[src/swe_pkg.sv]
package swe_pkg;

    // Field and register widths
    localparam int TIME_W     = 48;
    localparam int PROG_W     = 25;
    localparam int OUT_W      = 63;
    localparam int WIN_W      = 32;
    localparam int PI_W       = 8;
    localparam int CFG_IDX_W  = 1;
    localparam int CFG_DATA_W = 32;

    // Product of (1 - progress) and elapsed time
    localparam int PROD_W = TIME_W + PROG_W;

    // Ring depth default
    localparam int RING_DEPTH_DEF = 64;

    // Constants
    localparam logic [PROG_W-1:0] ONE_Q24      = 25'h100_0000;
    localparam logic [WIN_W-1:0]  WINDOW_RESET = 32'd60000;
    localparam logic [PI_W-1:0]   PI_RESET     = 8'd1;
    localparam logic [PI_W-1:0]   SSP_MAX      = 8'hFF;

    // Configuration register indexes
    localparam logic [CFG_IDX_W-1:0] CFG_WINDOW  = 1'b0;
    localparam logic [CFG_IDX_W-1:0] CFG_PUBLISH = 1'b1;

    // Commands
    localparam logic CMD_ADD   = 1'b0;
    localparam logic CMD_CLEAR = 1'b1;

    // Status of the serial multiply/divide unit
    typedef struct packed {
        logic busy;
        logic done;
    } swe_md_status_t;

endpackage

[src/swe_muldiv.sv]
module swe_muldiv
    import swe_pkg::*;
(
    input  logic              aclk,
    input  logic              aresetn,
    input  logic              start,
    input  logic [PROG_W-1:0] a,
    input  logic [TIME_W-1:0] dt,
    input  logic [PROG_W-1:0] dp,
    output swe_md_status_t    status,
    output logic [OUT_W-1:0]  result
);

    localparam logic [1:0] MD_IDLE = 2'd0;
    localparam logic [1:0] MD_MUL  = 2'd1;
    localparam logic [1:0] MD_DIV  = 2'd2;

    localparam int CNT_W = $clog2(PROD_W);
    localparam logic [CNT_W-1:0] MUL_LAST = CNT_W'(PROG_W - 1);
    localparam logic [CNT_W-1:0] DIV_LAST = CNT_W'(PROD_W - 1);

    logic [1:0]        phase_reg, phase_next;
    logic [CNT_W-1:0]  cnt_reg, cnt_next;
    logic              done_reg, done_next;
    // hi:lo is the product during multiply, then numerator/quotient during divide
    logic [TIME_W-1:0] hi_reg, hi_next;
    logic [PROG_W-1:0] lo_reg, lo_next;
    logic [PROG_W-1:0] rem_reg, rem_next;
    logic [TIME_W-1:0] dt_reg, dt_next;
    logic [PROG_W-1:0] dp_reg, dp_next;

    logic [TIME_W:0]   mul_sum;
    logic [PROG_W:0]   trial;
    logic              qbit;
    logic [PROD_W-1:0] num;

    always_comb begin
        phase_next = phase_reg;
        cnt_next   = cnt_reg;
        done_next  = 1'b0;
        hi_next    = hi_reg;
        lo_next    = lo_reg;
        rem_next   = rem_reg;
        dt_next    = dt_reg;
        dp_next    = dp_reg;
        num        = {hi_reg, lo_reg};

        // Shift-add step: multiplier bits leave lo from the bottom
        mul_sum = {1'b0, hi_reg} + (lo_reg[0] ? {1'b0, dt_reg} : '0);

        // Restoring division step, one quotient bit per cycle
        trial = {rem_reg, num[PROD_W-1]};
        qbit  = (trial >= {1'b0, dp_reg});

        case (phase_reg)
            MD_IDLE: begin
                if (start) begin
                    hi_next    = '0;
                    lo_next    = a;
                    dt_next    = dt;
                    dp_next    = dp;
                    rem_next   = '0;
                    cnt_next   = MUL_LAST;
                    phase_next = MD_MUL;
                end
            end
            MD_MUL: begin
                hi_next = mul_sum[TIME_W:1];
                lo_next = {mul_sum[0], lo_reg[PROG_W-1:1]};
                if (cnt_reg == '0) begin
                    cnt_next   = DIV_LAST;
                    phase_next = MD_DIV;
                end else begin
                    cnt_next = cnt_reg - 1'b1;
                end
            end
            MD_DIV: begin
                rem_next = qbit ? PROG_W'(trial - {1'b0, dp_reg}) : trial[PROG_W-1:0];
                {hi_next, lo_next} = {num[PROD_W-2:0], qbit};
                if (cnt_reg == '0) begin
                    done_next  = 1'b1;
                    phase_next = MD_IDLE;
                end else begin
                    cnt_next = cnt_reg - 1'b1;
                end
            end
            default: begin
                phase_next = MD_IDLE;
            end
        endcase
    end

    always_ff @(posedge aclk) begin
        if (!aresetn) begin
            phase_reg <= MD_IDLE;
            cnt_reg   <= '0;
            done_reg  <= 1'b0;
        end else begin
            phase_reg <= phase_next;
            cnt_reg   <= cnt_next;
            done_reg  <= done_next;
        end
        hi_reg  <= hi_next;
        lo_reg  <= lo_next;
        rem_reg <= rem_next;
        dt_reg  <= dt_next;
        dp_reg  <= dp_next;
    end

    // Quotient bits above the output range force saturation
    always_comb begin
        if (|num[PROD_W-1:OUT_W]) begin
            result = '1;
        end else begin
            result = num[OUT_W-1:0];
        end
    end

    assign status.busy = (phase_reg != MD_IDLE);
    assign status.done = done_reg;

endmodule

[config.mk]
export PLATFORM = sky130hd
export DESIGN_NAME = swe_muldiv
export DESIGN_NICKNAME = d
export VERILOG_FILES = /design/src/swe_pkg.sv /design/src/swe_muldiv.sv
export SDC_FILE = /design/constraint.sdc
export NUM_CORES = 1
export LEC_CHECK = 0
export ABC_AREA = 0
export BUFFER_PORTS_ARGS = -buffer_cell sky130_fd_sc_hd__buf_2
export CAP_MARGIN = 20
export CORE_ASPECT_RATIO = 1.1
export CORE_UTILIZATION = 59
export CTS_CLUSTER_SIZE = 14
export DETAILED_ROUTE_END_ITERATION = 10
export PLACE_DENSITY_LB_ADDON = 0.12
export SYNTH_ARGS = -nofsm -noshare
export SYNTH_HDL_FRONTEND = slang
export SYNTH_SLANG_ARGS = --single-unit
[constraint.sdc]
create_clock -name aclk -period 7.87 [get_ports aclk]
set_clock_uncertainty 0.05 [all_clocks]
set_input_delay 1.1805 -clock aclk [delete_from_list [all_inputs] [get_ports aclk]]
set_output_delay 1.1805 -clock aclk [all_outputs]
set_load 0.02 [all_outputs]
==> results_dict.tcl, run 1 <==
set metrics [dict create \
    run_status "finished clean" \
    end_kind "flip-flop" \
    placed_cells_incl_taps 1548 \
    yosys-top-cells-area "edfxtp_1 (43%), ha_1 (8.3%), a21oi_1 (4.4%), or2_2 (3.4%), a22oi_1 (2.9%)" \
    drt-initial-drc-count 751 \
    die-width_um 137 \
    fin_cells 1584 \
    clockBufferDepth 2 \
    worst_ep_arrival_time_ns 4.30 \
    ant_nets 0 \
    worstPathRequired_ns 8.00 \
    yosysWarningCount 0 \
    fin_crit_sh 0.530 \
    ff2ff_path_depth 13 \
    regArea_um2 5340 \
    worstPathCellList "buf_4 > and2_1 > ha_1 > fa_1 > a21oi_1 > o211ai_2 > a211oi_2 > o211ai_2 > a41oi_4 > o31ai_4 > o31ai_1 > mux2i_1 > nand3_1" \
    cts_resized 0 \
    cp_num_buf_inv 1 \
    clockRootBuffer "clkbuf_16" \
    multi_input_area_um2 6100 \
    vias_per_cell 5.95 \
    die_h_um 150 \
    rsz0062_at_grt "false" \
    synth-seq-cells 181 \
    ys_async_sr_fraction 0 \
    syn_nets 1365 \
    placed_area_um2 12800 \
    finalMaxSlewViolations 0 \
    synth.avg_cell_area_um2 9.98 \
    tightest_slew_ns 1.05 \
    min_path_cells 2 \
    netlist_area_um2 11800 \
    min_to "cnt_reg[6]" \
    grt_pass1_vias 8910 \
    grt_overflow 0 \
    synthCells 1184 \
    critPathMaxStageDelay_ns 0.66 \
    synth_edf_count 171 \
    timing.rr.end "hi_reg[41]" \
    period_needed_ns 4.17 \
    dpl.hpwl_mm 19.6 \
    cts_made_buffers 17 \
    rows 53 \
    grtUsageTotal 0.278 \
    via_count 9422 \
    hold_path_startpoint "cnt_reg[6]" \
    path_common_cell "o211ai_2" \
    numPortBuffers 165 \
    drt-met1-wl_mm 11.8 \
    fin_nets 1504 \
    dr_wl_met3_mm 1.43 \
    initial_core_util 0.610 \
    cp_slowest_cell "edfxtp_1" \
    wl_met2_mm 13.9 \
    die_area_um2 20600 \
    core-area_um2 19400 \
    place_congestion 0.918 \
    relSlewSlack 0.301 \
    postLayoutCellArea_um2 13500 \
    antenna_found_initial 2 \
    cp_top_family "compound AO/OA/AOI/OAI gates" \
    critical_path_class "reg2reg" \
    ctsHoldBuffers 0 \
    worst-path-max-fanout 31 \
    cts_setup_buffers 0 \
    r2r_slack_ns 3.70 \
    timing.hold.ws_ns 0.448 \
    max_freq_mhz 240 \
    yosys.area.top_type "edfxtp_1" \
    syn2layout_area_growth_pct 14.0 \
    synth-seq-area-share 0.452 \
    htree_levels 4 \
    peakVddDrop_uv 158 \
    wl_mm 27.8 \
    grt_pass1_wl_mm 44.3 \
    top_layer "met4" \
    wl_per_cell_um 17.6 \
    cts_tree "yes" \
    finalSetupTns_ns 0 \
    finish.utilization 0.695 \
    cp-start-kind "flip-flop" \
    hold_viol 0 \
    numClockSinks 181 \
    setup_viol 0 \
    clkLatencyLatePin_ns 0.44 \
    pin_count 166 \
    power_leakage_nw 5.47 \
    fillCellCount 1519 \
    ys_types 68 \
    hold_path_class "reg2reg" \
    post-route-drc-count 0 \
    drt_pre_antenna_iters 5 \
    synthDominantCellAreaShare 0.435 \
    cap_viol_max_count 0 \
    clk_pin_slew_ns 0.08 \
    cellPowerDensity_nw_per_um2 262 \
    drive_gt1_frac 0.225 \
    synth-main-ff-cell "edfxtp_1" \
    grt_max_degree 75 \
    r2r-start "lo_reg[0]" \
]
## placed cells by master, fill, tap and decap left out, types with 6 or more instances in the layout
cell type,count
a22oi_1,46
o21ai_1,10
inv_1,47
a31oi_1,11
nor4_1,6
nand2_1,79
xor2_1,26
edfxtp_1,171
o21a_1,11
mux2i_1,19
buf_4,6
or3_1,6
nor2b_1,27
a21o_1,37
and2_1,54
and3_1,10
nand4_1,9
xnor2_1,37
o21ai_0,60
or2_2,65
dfxtp_1,10
ha_1,75
a211oi_1,10
o21bai_1,7
nor2_1,85
a21oi_1,104
nand3_1,16
nor3_1,11
clkbuf_16,17
buf_2,165
## tightest hold or removal path, delay by kind of cell (launching register included)
kind | cells | cell delay (ns)
AOI/OAI and AO/OA | 2 | 0.13
DFF | 1 | 0.32
## cells in the mapped netlist (6+ instances only)
cell type  number
nand4_1         9
ha_1           78
a22oi_1        46
o21a_1         11
nand3_1        17
mux2i_1        19
o21bai_1        7
edfxtp_1      171
a211oi_1       10
a31oi_1        11
nor3_1         11
dfxtp_1        10
o21ai_0        60
nor2b_1        27
nor2_1         86
nand2_1        79
or3_1           6
o21ai_1        11
a21oi_1       104
a21o_1         37
or2_2          65
xnor2_1        37
and3_1         10
and2_1         55
clkbuf_1       46
nor4_1          6
inv_1          47
xor2_1         26
## area by class of cell
class,instances,area share
Multi-Input combinational cell,900,0.453
Clock inverter,15,0.0119
Tap cell,247,0.0230
Antenna cell,1,0.000186
Sequential cell,181,0.396
Timing Repair Buffer,174,0.0703
Clock buffer,17,0.0316
Inverter,49,0.0137
## cell families (layout without fill, tap and decap cells)
| family | count (synthesis) | in the layout | share of synthesized area |
|---|---|---|---|
| muxes | 19 | 19 | 0.0161 |
| AOI/OAI and AO/OA | 347 | 347 | 0.193 |
| DFF | 181 | 181 | 0.452 |
| other | 0 | 1 | 0 |
| xor gates and xnor gates | 63 | 63 | 0.0467 |
| and+or+nand+nor | 391 | 391 | 0.172 |
| buffers and inverters | 103 | 255 | 0.0341 |
| adders and majority gates | 80 | 80 | 0.0860 |
## routing by layer
layer  track usage  vias up
li1              -     4619
met1         0.350     4423
met2         0.478      318
met3        0.0418       62
met4         0.110        0
met5             0        -
## metrics by stage
stage                     worst slack (ns)  power [mW]
final                                 3.70        3.52
after global routing                  3.42        3.73
after CTS                             3.51        3.52
after detailed placement              3.76        2.66
after global placement                3.87        2.64
after floorplan                       1.94        2.34
## worst max-delay path by stage
stage                          start    endpoint  slack, ns  cells past startpoint
after floorplan                start  cnt_reg[2]       1.94                      5
after global placement     lo_reg[0]  hi_reg[41]       3.87                     13
after detailed placement   lo_reg[0]  hi_reg[41]       3.76                     13
after CTS                 hi_reg[40]  result[49]       3.51                      4
after global routing       lo_reg[0]  hi_reg[41]       3.42                     13
final                      lo_reg[0]  hi_reg[41]       3.70                     13
## power by group
group / leakage (nW) / switching, mW / internal, mW
combinational: 3.39 / 0.784 / 0.511
sequential: 1.79 / 0.115 / 1.26
clock: 0.285 / 0.407 / 0.451
No activity file was read; power rests on OpenSTA's default activity.
==> run 2, diff against run 1 <==
- clock period: 7.87 -> 3.84 ns (I/O delays scaled with it)
==> results_dict.tcl, run 2 (synthesis gave the netlist of run 1 again) <==
set metrics [dict create \
    hold_viol 0 \
    end_kind "flip-flop" \
    finalPower_mw 7.19 \
    worst_ep_arrival_time_ns 3.66 \
    clkLatencyLatePin_ns 0.44 \
    core-area_um2 19400 \
    cp-start-kind "flip-flop" \
    timing.hold.ws_ns 0.258 \
    clockRootBuffer "clkbuf_16" \
    drive_gt1_frac 0.228 \
    hold_path_class "in2reg" \
    cts_made_buffers 17 \
    fin_crit_sh 0.921 \
    ant_nets 0 \
    clockBufferDepth 2 \
    setup_viol 0 \
    drt_pre_antenna_iters 8 \
    vias_per_cell 5.93 \
    finalSetupTns_ns 0 \
    grtUsageTotal 0.282 \
    drt-initial-drc-count 787 \
    grt_pass1_wl_mm 45.2 \
    die_area_um2 20600 \
    max_freq_mhz 283 \
    die-width_um 137 \
    met2_usage 0.489 \
    grt_pass1_vias 9175 \
    relSlewSlack 0.327 \
    hold_path_startpoint "dt[9]" \
    period_needed_ns 3.54 \
    peakVddDrop_uv 360 \
    cts_setup_buffers 0 \
    power_leakage_nw 5.49 \
    wl_mm 28.3 \
    pin_count 166 \
    finalMaxSlewViolations 0 \
    layout_common_cells "edfxtp_1 (171), buf_2 (165), a21oi_1 (104)" \
    r2r_slack_ns 0.30 \
    grt_max_degree 74 \
    numPortBuffers 165 \
    dpl.hpwl_mm 20.0 \
    finish.utilization 0.697 \
    numClockSinks 181 \
    cap_viol_max_count 0 \
    min_path_cells 1 \
    grt_util_met1 0.361 \
    antenna_found_initial 0 \
    cts_tree "yes" \
    worst-path-max-fanout 25 \
    cts_resized 0 \
    worstPathRequired_ns 3.97 \
    startpoint "lo_reg[0]" \
    grt_overflow 0 \
    htree_levels 4 \
    critical_path_class "reg2reg" \
    ctsHoldBuffers 0 \
    cellPowerDensity_nw_per_um2 533 \
    run_status "finished clean" \
    tightest_slew_ns 1.01 \
    r2r-start "lo_reg[0]" \
    rows 53 \
    min_to "dt_reg[9]" \
    grt.busiest_layer "met2" \
    wl_per_cell_um 17.8 \
    fin_nets 1512 \
    via_count 9445 \
    clk_pin_slew_ns 0.07 \
    die_h_um 150 \
    final_common_cell "edfxtp_1" \
    initial_core_util 0.610 \
    grt_use_met3 0.0401 \
    ff2ff_path_depth 12 \
    rsz0062_at_grt "false" \
    timing.rr.end "hi_reg[41]" \
    post-route-drc-count 0 \
    syn2layout_area_growth_pct 14.2 \
    place_congestion 0.907 \
]
## run 2: area by class of cell
cell class                 count  area, µm²
antenna                        1       2.50
clock buffer                  21        483
clock inverter                11       90.1
fill                        1576       5870
inverter                      49        184
multi-input combinational    900       6100
sequential                   181       5340
tap                          247        309
timing repair buffer         182        986
## run 2: metrics by stage
step           setup WS [ns]  instances  cell area (µm²)
2_1_floorplan          0.464       1184            11800
3_3_place_gp           0.402       1558            12900
3_5_place_dp           0.302       1558            12900
4_1_cts                0.283       1590            13500
5_1_grt               0.0614       1591            13500
6_report               0.303       1592            13500
## run 2: worst max path at each step
| stage | to | slack (ns) | depth (start not counted) |
|---|---|---|---|
| final | hi_reg[41] | 0.30 | 12 |
| after global routing | hi_reg[41] | 0.06 | 12 |
| after CTS | hi_reg[41] | 0.28 | 12 |
| after detailed placement | hi_reg[41] | 0.30 | 12 |
| after global placement | hi_reg[41] | 0.40 | 12 |
| after floorplan | rem_reg[0] | 0.46 | 4 |
## run 2: critical path, stage by stage (launching register included)
cell	delay, ns
edfxtp_1	0.41
buf_4	0.23
and2_1	0.20
fa_1	0.43
a21oi_1	0.26
o211ai_2	0.16
a211oi_2	0.26
o211ai_2	0.16
a41oi_4	0.37
o31ai_4	0.14
o31ai_1	0.30
mux2i_1	0.23
nand3_1	0.10
## run 2: metal layers
| metal | wire length [µm] | vias to the layer above | part of all wire |
|---|---|---|---|
| li1 | - | 4641 | - |
| met1 | 12400 | 4509 | 0.44 |
| met2 | 14200 | 254 | 0.50 |
| met3 | 1140 | 41 | 0.040 |
| met4 | 600 | 0 | 0.021 |
| met5 | 0 | - | 0 |
## run 2: power by group
group / internal (mW) / switching, mW / total, mW / leakage, nW
Sequential: 2.57 / 0.211 / 2.78 / 1.79
Combinational: 1.07 / 1.63 / 2.69 / 3.42
Clock: 0.919 / 0.795 / 1.71 / 0.274
