## config.mk

```make
export PLATFORM = sky130hd
export DESIGN_NAME = swe_ram
export DESIGN_NICKNAME = d
export VERILOG_FILES = /design/src/swe_ram.sv
export SDC_FILE = /design/constraint.sdc
export NUM_CORES = 1
export LEC_CHECK = 0
export BUFFER_PORTS_ARGS = -buffer_cell sky130_fd_sc_hd__buf_4
export CORE_UTILIZATION = 55
export CTS_BUF_LIST = sky130_fd_sc_hd__clkbuf_4 sky130_fd_sc_hd__clkbuf_8
export DETAILED_ROUTE_END_ITERATION = 10
export PLACE_DENSITY = 0.71
export RECOVER_POWER = 50
export SYNTH_ARGS = -nofsm -noshare
export SYNTH_HDL_FRONTEND = slang
export SYNTH_SLANG_ARGS = --single-unit
export TNS_END_PERCENT = 20
```

## constraint.sdc

```tcl
create_clock -name aclk -period 6 [get_ports aclk]
set_clock_uncertainty 0.2 [all_clocks]
set_input_delay 0.6 -clock aclk [delete_from_list [all_inputs] [get_ports aclk]]
set_output_delay 0.6 -clock aclk [all_outputs]
set_load 0.05 [all_outputs]
```

## src/swe_ram.sv

```systemverilog
module swe_ram #(
    parameter int WIDTH = 8,
    parameter int DEPTH = 64
) (
    input  logic                     aclk,
    input  logic                     we,
    input  logic [$clog2(DEPTH)-1:0] waddr,
    input  logic [WIDTH-1:0]         wdata,
    input  logic [$clog2(DEPTH)-1:0] raddr,
    output logic [WIDTH-1:0]         rdata
);

    logic [WIDTH-1:0] mem [DEPTH];
    logic [WIDTH-1:0] rdata_reg;

    // One write port, one registered read port
    always_ff @(posedge aclk) begin
        if (we) begin
            mem[waddr] <= wdata;
        end
        rdata_reg <= mem[raddr];
    end

    assign rdata = rdata_reg;

endmodule

```

==> results of run 1 <==
## logic make-up after synthesis
| group | Yosys count |
|---|---|
| buffers and inverters | 51 |
| flip-flops | 520 |
| AND/OR/NAND/NOR | 153 |
| AO/OA/AOI/OAI | 54 |
| multiplexers | 162 |
## where the power goes
part,leakage (nW),switching [mW],internal [mW]
Combinational,1.44,0.247,0.135
Sequential,4.67,0.0154,4.03
Clock,0.805,1.33,1.48
## through the flow
step	instance area, um^2	hold slack [ns]	utilization
after floorplan	20200	0.499	-
after global placement	20700	0.603	0.578
after global routing	22200	0.149	0.620
after CTS	22200	0.117	0.621
final	22200	0.150	0.620
after detailed placement	20700	0.630	0.578
## layout by cell type, fill, tap and decap left out, types with 4 or more instances in the layout
| cell | Yosys | layout |
|---|---|---|
| edfxtp_1 | 512 | 512 |
| mux4_2 | 126 | 126 |
| clkbuf_8 | 0 | 88 |
| nor2_1 | 83 | 83 |
| buf_4 | 13 | 29 |
| clkbuf_4 | 0 | 25 |
| mux2i_1 | 23 | 23 |
| clkinv_1 | 0 | 21 |
| nand2_1 | 19 | 19 |
| nor2b_1 | 14 | 14 |
| mux2_2 | 13 | 13 |
| nand3_1 | 13 | 13 |
| clkbuf_1 | 17 | 9 |
| o221ai_1 | 8 | 8 |
| o22ai_1 | 8 | 8 |
| clkinv_2 | 0 | 8 |
| dfxtp_1 | 8 | 8 |
| nand2b_1 | 7 | 7 |
| nor3_1 | 7 | 7 |
| a221oi_1 | 6 | 6 |
| a211oi_1 | 4 | 4 |
## layer usage
layer | vias up | wire length, um | global-route usage
li1 | 4086 | - | -
met5 | - | 0 | 0
met1 | 5024 | 17400 | 0.341
met4 | 0 | 1140 | 0.0936
met3 | 75 | 4050 | 0.0530
met2 | 497 | 20800 | 0.370
## worst max-delay path: cells and delay by family
family          cells  cell delay, ns
compound gates      2            0.47
buf+inv             1            0.64
mux                 2            0.91
simple gates        1            0.55
## final cells by class
class                      count  area (um^2)
sequential                   520        15500
fill                        2456        13600
multi-input combinational    369         4320
clock buffer                 112         1390
tap                          461          577
timing repair buffer          39          265
clock inverter                30          126
antenna                        1         2.50
## final timing paths
path,cells past startpoint,start,end,slack (ns)
hold reg to reg,4,mem[6][7],rdata[7],0.64
setup / recovery,6,raddr[0],rdata[6],3.00
hold / removal,3,raddr[5],rdata[1],0.15
setup reg to reg,5,mem[25][6],rdata[6],3.48
==> results.toml, run 1 <==
[finish]
largest_reg_flops = 512
areaGrowthSynthToFinish_pct = 10.1
layout.nets = 1034
fin_cells = 1532
layout-drive-gt1-share = 0.273

[place]
place_hpwl_mm = 25.1
gp_congestion = 0.808
pre_cts_ws_ns = 2.35
portBuffers = 29
placed_cells = 1389

[die]
rows = 69
die_w_um = 193
die_area_um2 = 37400
start_util = 0.563
die_h_um = 193
core_area_um2 = 35800
boundaryPins = 30

[drt]
vias = 9682
wire_per_inst_um = 28.4
drtIter0Drc = 1107
viasPerCell = 6.32
postRouteAntennaNets = 0
drc = 0
wirelength_mm = 43.5
dr.pass1.iters = 6

[worst_setup_path]
worstPathArrival_ns = 3.29
critPathSlowestCell = "clkbuf_8"
crit_chain = "clkbuf_8, mux4_2, mux2_2, o221a_2, nor3_1, o32ai_1"
criticalPathCategory = "primary input to flop"
cp_max_fo = 77
cpPeakStageDelay_ns = 0.64
endpoint_kind = "flop"
worstPathRequired_ns = 6.29
cp-start-kind = "primary input"

[logic_synthesis]
synthTopCellsByArea = "edfxtp_1 (76%), mux4_2 (14%), nor2_1 (1.5%)"
async_reset_ff_frac = 0
yosysWarnings = 0
synthTopCellsByCount = "edfxtp_1 (512), mux4_2 (126), nor2_1 (83)"
synth_edf_count = 512
yosysSeqAreaShare = 0.770
synth_top_family_by_area = "multiplexers"
synth_top_area_share = 0.762
syn_area_um2 = 20200
synth-main-ff-cell = "edfxtp_1"
synth_compound_gate_area_share = 0.0207
syn-num-nets = 962
yosys.area_share.simple = 0.0339
synthAdderAreaFrac = 0
yosys.area.top_type = "edfxtp_1"
synth_cell_types = 40
yosysMostFrequentCell = "edfxtp_1"
yosys.area_share.xor_xnor = 0
avgSynthCellArea_um2 = 21.5
synthMuxAreaShare = 0.159
netlist_instances = 940
ys_seq_elements = 520

[clock_network]
cts_max_path_buffers = 3
root_buffer = "clkbuf_8"
clk_pin_slew_ns = 0.06
cts.sinks = 520
cts-buffers-inserted = 82
clk-insertion-delay-late_ns = 0.65
cts_tree = "done"
postCtsSetupRepairBufs = 0
cts_hold_repair.buffers = 0
cts-resized-gates = 0
htreeDepth = 3

[timing]
setup_viol = 0
max-slew-margin-rel = -1.01
rsz0062_at_grt = "false"
finalCritPeriodShare = 0.500
drv_slew = 520
finalHoldViolations = 0
setup_ws_ns = 3.00
setup_tns_ns = 0
worst_pin_slew_ns = 3.02
finalCriticalPeriod_ns = 3.00
fmax_ghz = 0.334

[pwr]
ir_worst_vdd_mv = 0.215
leakage_nw = 6.91
p_per_area_nw_per_um2 = 326
p_total_mw = 7.24

[global_route]
antenna_found_initial = 1
grt_usage = 0.240
gr-total-overflow = 0
grt_max_degree = 78
grt_pass1_vias = 9956
grt_pass1_wl_mm = 64.5

[run]
drv_cap = 8

[hold_path]
hp-class = "primary input to flop"

[outcome]
status = "finished with violations"
violations = "capacitance limit, slew limit"
Power figures use the tool's default switching activity.
==> inputs of run 2 (changes only) <==
clock period = 2.9 ns   (was 6 ns; I/O delays follow)
==> run 2 against run 1 <==
  * First-iteration DRC count fell by 11%
  * Utilization rose by 2.4 points
  * Non-clock buffer count rose by 96
  * Worst setup slack got worse by 2.6 ns
  * The flow still finishes with violations (capacitance limit, slew limit)
  * Critical path depth fell by 1
  * Cell count rose by 6.3%
==> results.toml, run 2 (synthesis results as in run 1) <==
[clock_network]
cts_tree = "done"
htreeDepth = 3
root_buffer = "clkbuf_8"
cts-buffers-inserted = 80
cts_max_path_buffers = 3
clk_pin_slew_ns = 0.06
cts.sinks = 520
clk-insertion-delay-late_ns = 0.63
cts-resized-gates = 0

[finish]
final_cell_mix = "edfxtp_1 (512), mux4_2 (126), buf_4 (113)"
final_common_cell = "edfxtp_1"
fin_util = 0.644
layout-drive-gt1-share = 0.337
largest_reg_flops = 512
layout.nets = 1128
areaGrowthSynthToFinish_pct = 14.4
diodes = 0
num-fill-cells = 2353
stdcell_area_um2 = 23100

[pwr]
leakage_nw = 7.48
p_per_area_nw_per_um2 = 656
ir_worst_vdd_mv = 0.541
p_total_mw = 15.1

[run]
drv_cap = 1

[place]
portBuffers = 29
place_area_um2 = 21500
gp_congestion = 0.807
place_hpwl_mm = 26.5

[worst_setup_path]
crit_chain = "mux4_2, nor2b_1, a2111oi_0, buf_4, o41ai_1"
worstPathRequired_ns = 3.20
worstPathArrival_ns = 2.76
cp-start-kind = "flop"
criticalPathCategory = "flop to flop"
endpoint_kind = "flop"
cpPeakStageDelay_ns = 0.84
critPathSlowestCell = "a2111oi_0"
cp_top_family = "compound AO/OA/AOI/OAI gates"
cp_max_fo = 1
critPathBufInv = 1

[drt]
drc = 0
dr.pass1.iters = 5
wire_per_inst_um = 26.7
drtIter0Drc = 983
wirelength_mm = 43.6
viasPerCell = 6.14
vias = 10010
postRouteAntennaNets = 0

[timing]
setup_tns_ns = 0
setup_viol = 0
finalCritPeriodShare = 0.848
max-slew-margin-rel = -0.818
finalCriticalPeriod_ns = 2.46
worst_pin_slew_ns = 2.73
fmax_ghz = 0.406
whs_ns = 0.0581
drv_slew = 65
finalHoldViolations = 0
rsz0062_at_grt = "false"

[global_route]
grt_pass1_wl_mm = 65.4
grt_pass1_vias = 10304
gr-total-overflow = 0
antenna_found_initial = 0
grt_max_degree = 65
grt_usage = 0.241

[die]
core_area_um2 = 35800
die_w_um = 193
boundaryPins = 30
start_util = 0.563
rows = 69
die_h_um = 193
die_area_um2 = 37400

[outcome]
status = "finished with violations"
violations = "capacitance limit, slew limit"

[hold_path]
hp-class = "primary input to flop"
## run 2: routing by layer
layer	track usage	share of wire	up-vias
met5	0	0	-
met2	0.372	0.48	406
met3	0.0485	0.074	83
met1	0.344	0.42	5254
met4	0.0933	0.031	0
li1	-	-	4267
## run 2: path summary, 6_finish.rpt
check	startpoint	end	slack [ns]	depth (start not counted)
max	mem[2][5]	rdata[5]	0.44	5
min	raddr[4]	rdata[1]	0.06	3
max reg2reg	mem[2][5]	rdata[5]	0.44	5
min reg2reg	mem[22][1]	rdata[1]	0.59	4
## run 2: timing repair
item,in CTS,in global routing
hold endpoints to repair,16,0
setup buffers,0,0
hold buffers,4,0
## run 2: area by class of cell
type                            count  area (um^2)  share of cell area
Sequential cell                   520        15500               0.673
Clock inverter                     38          263              0.0114
Timing Repair Buffer              135         1090              0.0472
Clock buffer                      106         1300              0.0562
Multi-Input combinational cell    369         4320               0.187
Tap cell                          461          577              0.0250
## run 2: where the power goes
group	total, mW	internal, mW	switching [mW]
Clock	5.93	3.19	2.74
Combinational	0.850	0.328	0.522
Sequential	8.35	8.33	0.0248
Total	15.1	11.9	3.29
## run 2: worst min-delay path, delay by kind of cell
kind                   cells  cell delay [ns]
AO/OA/AOI/OAI              1             0.11
buffers and inverters      1             0.27
AND/OR/NAND/NOR            1             0.14
## run 2: metrics by stage
step | std cells | setup slack (ns)
after floorplan | 940 | 0.742
after global placement | 1481 | -0.0420
after detailed placement | 1481 | -0.0788
after CTS | 1629 | 0.486
after global routing | 1629 | 0.294
final | 1629 | 0.440
==> inputs of run 3 (changes only) <==
ABC_AREA = 1   (was unset)
PLACE_DENSITY = 0.74   (was 0.71)
clock period = 2 ns   (was 2.9 ns; I/O delays follow)
==> run 3 against run 2 <==
  * The run now ends clean
  * Register-to-register slack got worse by 0.37 ns
  * Combinational power increased by 85%
  * Flip-flop and latch count is the same
  * Utilization decreased by 0.32 points
  * Count of clock-buffer cells in the layout up 11
  * Worst setup slack got worse by 0.37 ns
  * Global-route usage grew 3.2 points
  * Hold slack improved by 0.018 ns
  * Sequential power up 45%
  * Fmax increased by 28%
  * Die area increased by 5.8%
==> results.toml, run 3 <==
[drt]
drc = 0
dr.pass1.iters = 5
wirelength_mm = 52.3
postRouteAntennaNets = 0
viasPerCell = 5.72
wire_per_inst_um = 20.7
vias = 14424
drtIter0Drc = 1465

[timing]
finalHoldViolations = 0
finalCritPeriodShare = 0.963
worst_pin_slew_ns = 1.44
max-slew-margin-rel = 0.0419
drv_slew = 0
setup_viol = 0
rsz0062_at_grt = "false"
setup_tns_ns = 0
fmax_ghz = 0.519
finalCriticalPeriod_ns = 1.93

[logic_synthesis]
avgSynthCellArea_um2 = 11.8
yosysSeqAreaShare = 0.728
ys_seq_elements = 520
syn-num-nets = 1827
synth_cell_types = 16
syn_area_um2 = 21300
synthTopCellsByArea = "edfxtp_1 (72%), nand2_1 (11%), nand3_1 (10%)"
synth_top_area_share = 0.720
yosysWarnings = 0
async_reset_ff_frac = 0
synthTopCellsByCount = "nand2_1 (648), edfxtp_1 (512), nand3_1 (439)"
synth-main-ff-cell = "edfxtp_1"
yosys.area.top_type = "edfxtp_1"
netlist_instances = 1805
yosysMostFrequentCell = "nand2_1"
synth_edf_count = 512

[clock_network]
root_buffer = "clkbuf_8"
cts-buffers-inserted = 82
cts_tree = "done"
postCtsSetupRepairBufs = 0
clk-insertion-delay-late_ns = 0.64
clk_pin_slew_ns = 0.06
cts_max_path_buffers = 3
cts.sinks = 520
cts-resized-gates = 0
htreeDepth = 3

[place]
gp_congestion = 0.892
place_hpwl_mm = 31.4
portBuffers = 29

[finish]
layout.nets = 1969
seq_area_um2 = 15500
multi_input_area_um2 = 4950
final_cell_mix = "nand2_1 (648), edfxtp_1 (512), nand3_1 (439)"
areaGrowthSynthToFinish_pct = 13.9
largest_reg_flops = 512
diodes = 0
final_common_cell = "nand2_1"
num-fill-cells = 2860
fin_util = 0.641
layout-drive-gt1-share = 0.144

[worst_setup_path]
criticalPathCategory = "flop to flop"
cpPeakStageDelay_ns = 0.55
reg2reg_depth = 9
rrSetupSlack_ns = 0.07
cp_max_fo = 1
worstPathArrival_ns = 2.24
rr_endpoint = "rdata[1]"
crit_chain = "nand2_1, nand3_1, nand3_1, nand2_1, nand2_1, nand3_1, nand3_1, dlygate4sd3_1, nand2_1"
cp_top_family = "simple AND/OR/NAND/NOR gates"
endpoint_kind = "flop"
cp-start-kind = "flop"
critPathBufInv = 1
worstPathRequired_ns = 2.32
r2r_start = "mem[54][1]"
critPathSlowestCell = "dlygate4sd3_1"

[global_route]
grt_usage = 0.273
gr-total-overflow = 0
grt_pass1_vias = 13908
antenna_found_initial = 1
grt_pass1_wl_mm = 79.7
grt_max_degree = 82

[pwr]
p_total_mw = 22.5
ir_worst_vdd_mv = 0.692
p_per_area_nw_per_um2 = 927
leakage_nw = 9.04

[die]
die_w_um = 199
die_h_um = 199
rows = 71
die_area_um2 = 39600
core_area_um2 = 37900
start_util = 0.563
boundaryPins = 30

[hold_path]
min_to = "mem[10][6]"
hp-start = "waddr[3]"
whs_path_depth = 3
hp-class = "primary input to flop"

[outcome]
status = "completed"

[run]
drv_cap = 0
## run 3: worst min-delay path: cells and delay by family
kind,cells,cell delay [ns]
simple gates,2,0.39
buf+inv,1,0.13
## run 3: per-stage QoR
stage	hold slack, ns	cell area (um^2)	instances	worst slack (ns)
finish	0.0761	24300	2522	0.0746
CTS	0.0229	24400	2522	0.0684
detailed placement	0.354	22600	2358	0.0493
floorplan	0.0989	21300	1805	-0.166
global route	0.0518	24300	2522	0.0120
global placement	0.347	22600	2358	0.0668
## run 3: final cells by class
type                            instances  share of cell area
Clock inverter                         31             0.00818
Sequential cell                       520               0.639
Clock buffer                          117              0.0588
Inverter                               12             0.00216
Multi-Input combinational cell       1160               0.203
Tap cell                              511              0.0263
Timing Repair Buffer                  171              0.0620
## run 3: cell families after synthesis
logic type,count (synthesis),synth area share
buffers and inverters,125,0.0402
and+or+nand+nor,1160,0.232
DFF,520,0.728
## run 3: how the worst max path moves through the flow
stage / startpoint / endpoint / slack [ns] / cells after the start
floorplan: we / mem[48][0] / -0.17 / 3
global placement: raddr[1] / rdata[2] / 0.07 / 11
detailed placement: raddr[0] / rdata[0] / 0.05 / 12
CTS: mem[43][1] / rdata[1] / 0.07 / 9
global route: mem[47][1] / rdata[1] / 0.01 / 9
finish: mem[54][1] / rdata[1] / 0.07 / 9
## run 3: per-layer routing
layer,part of all wire,GRT usage
met5,0,0
met2,0.48,0.445
met1,0.39,0.360
met4,0.039,0.115
met3,0.088,0.0526
## run 3: report_power, final
part	switching (mW)	internal [mW]	leakage (nW)
Clock	4.00	4.86	0.872
Combinational	1.12	0.449	3.49
Sequential	0.0425	12.1	4.67
Total	5.17	17.4	9.04
## run 3: repair_timing
item,4_1_cts,5_1_grt
endpoints found under the setup margin,0,0
hold buffers,16,0
endpoints found under the hold margin,486,0
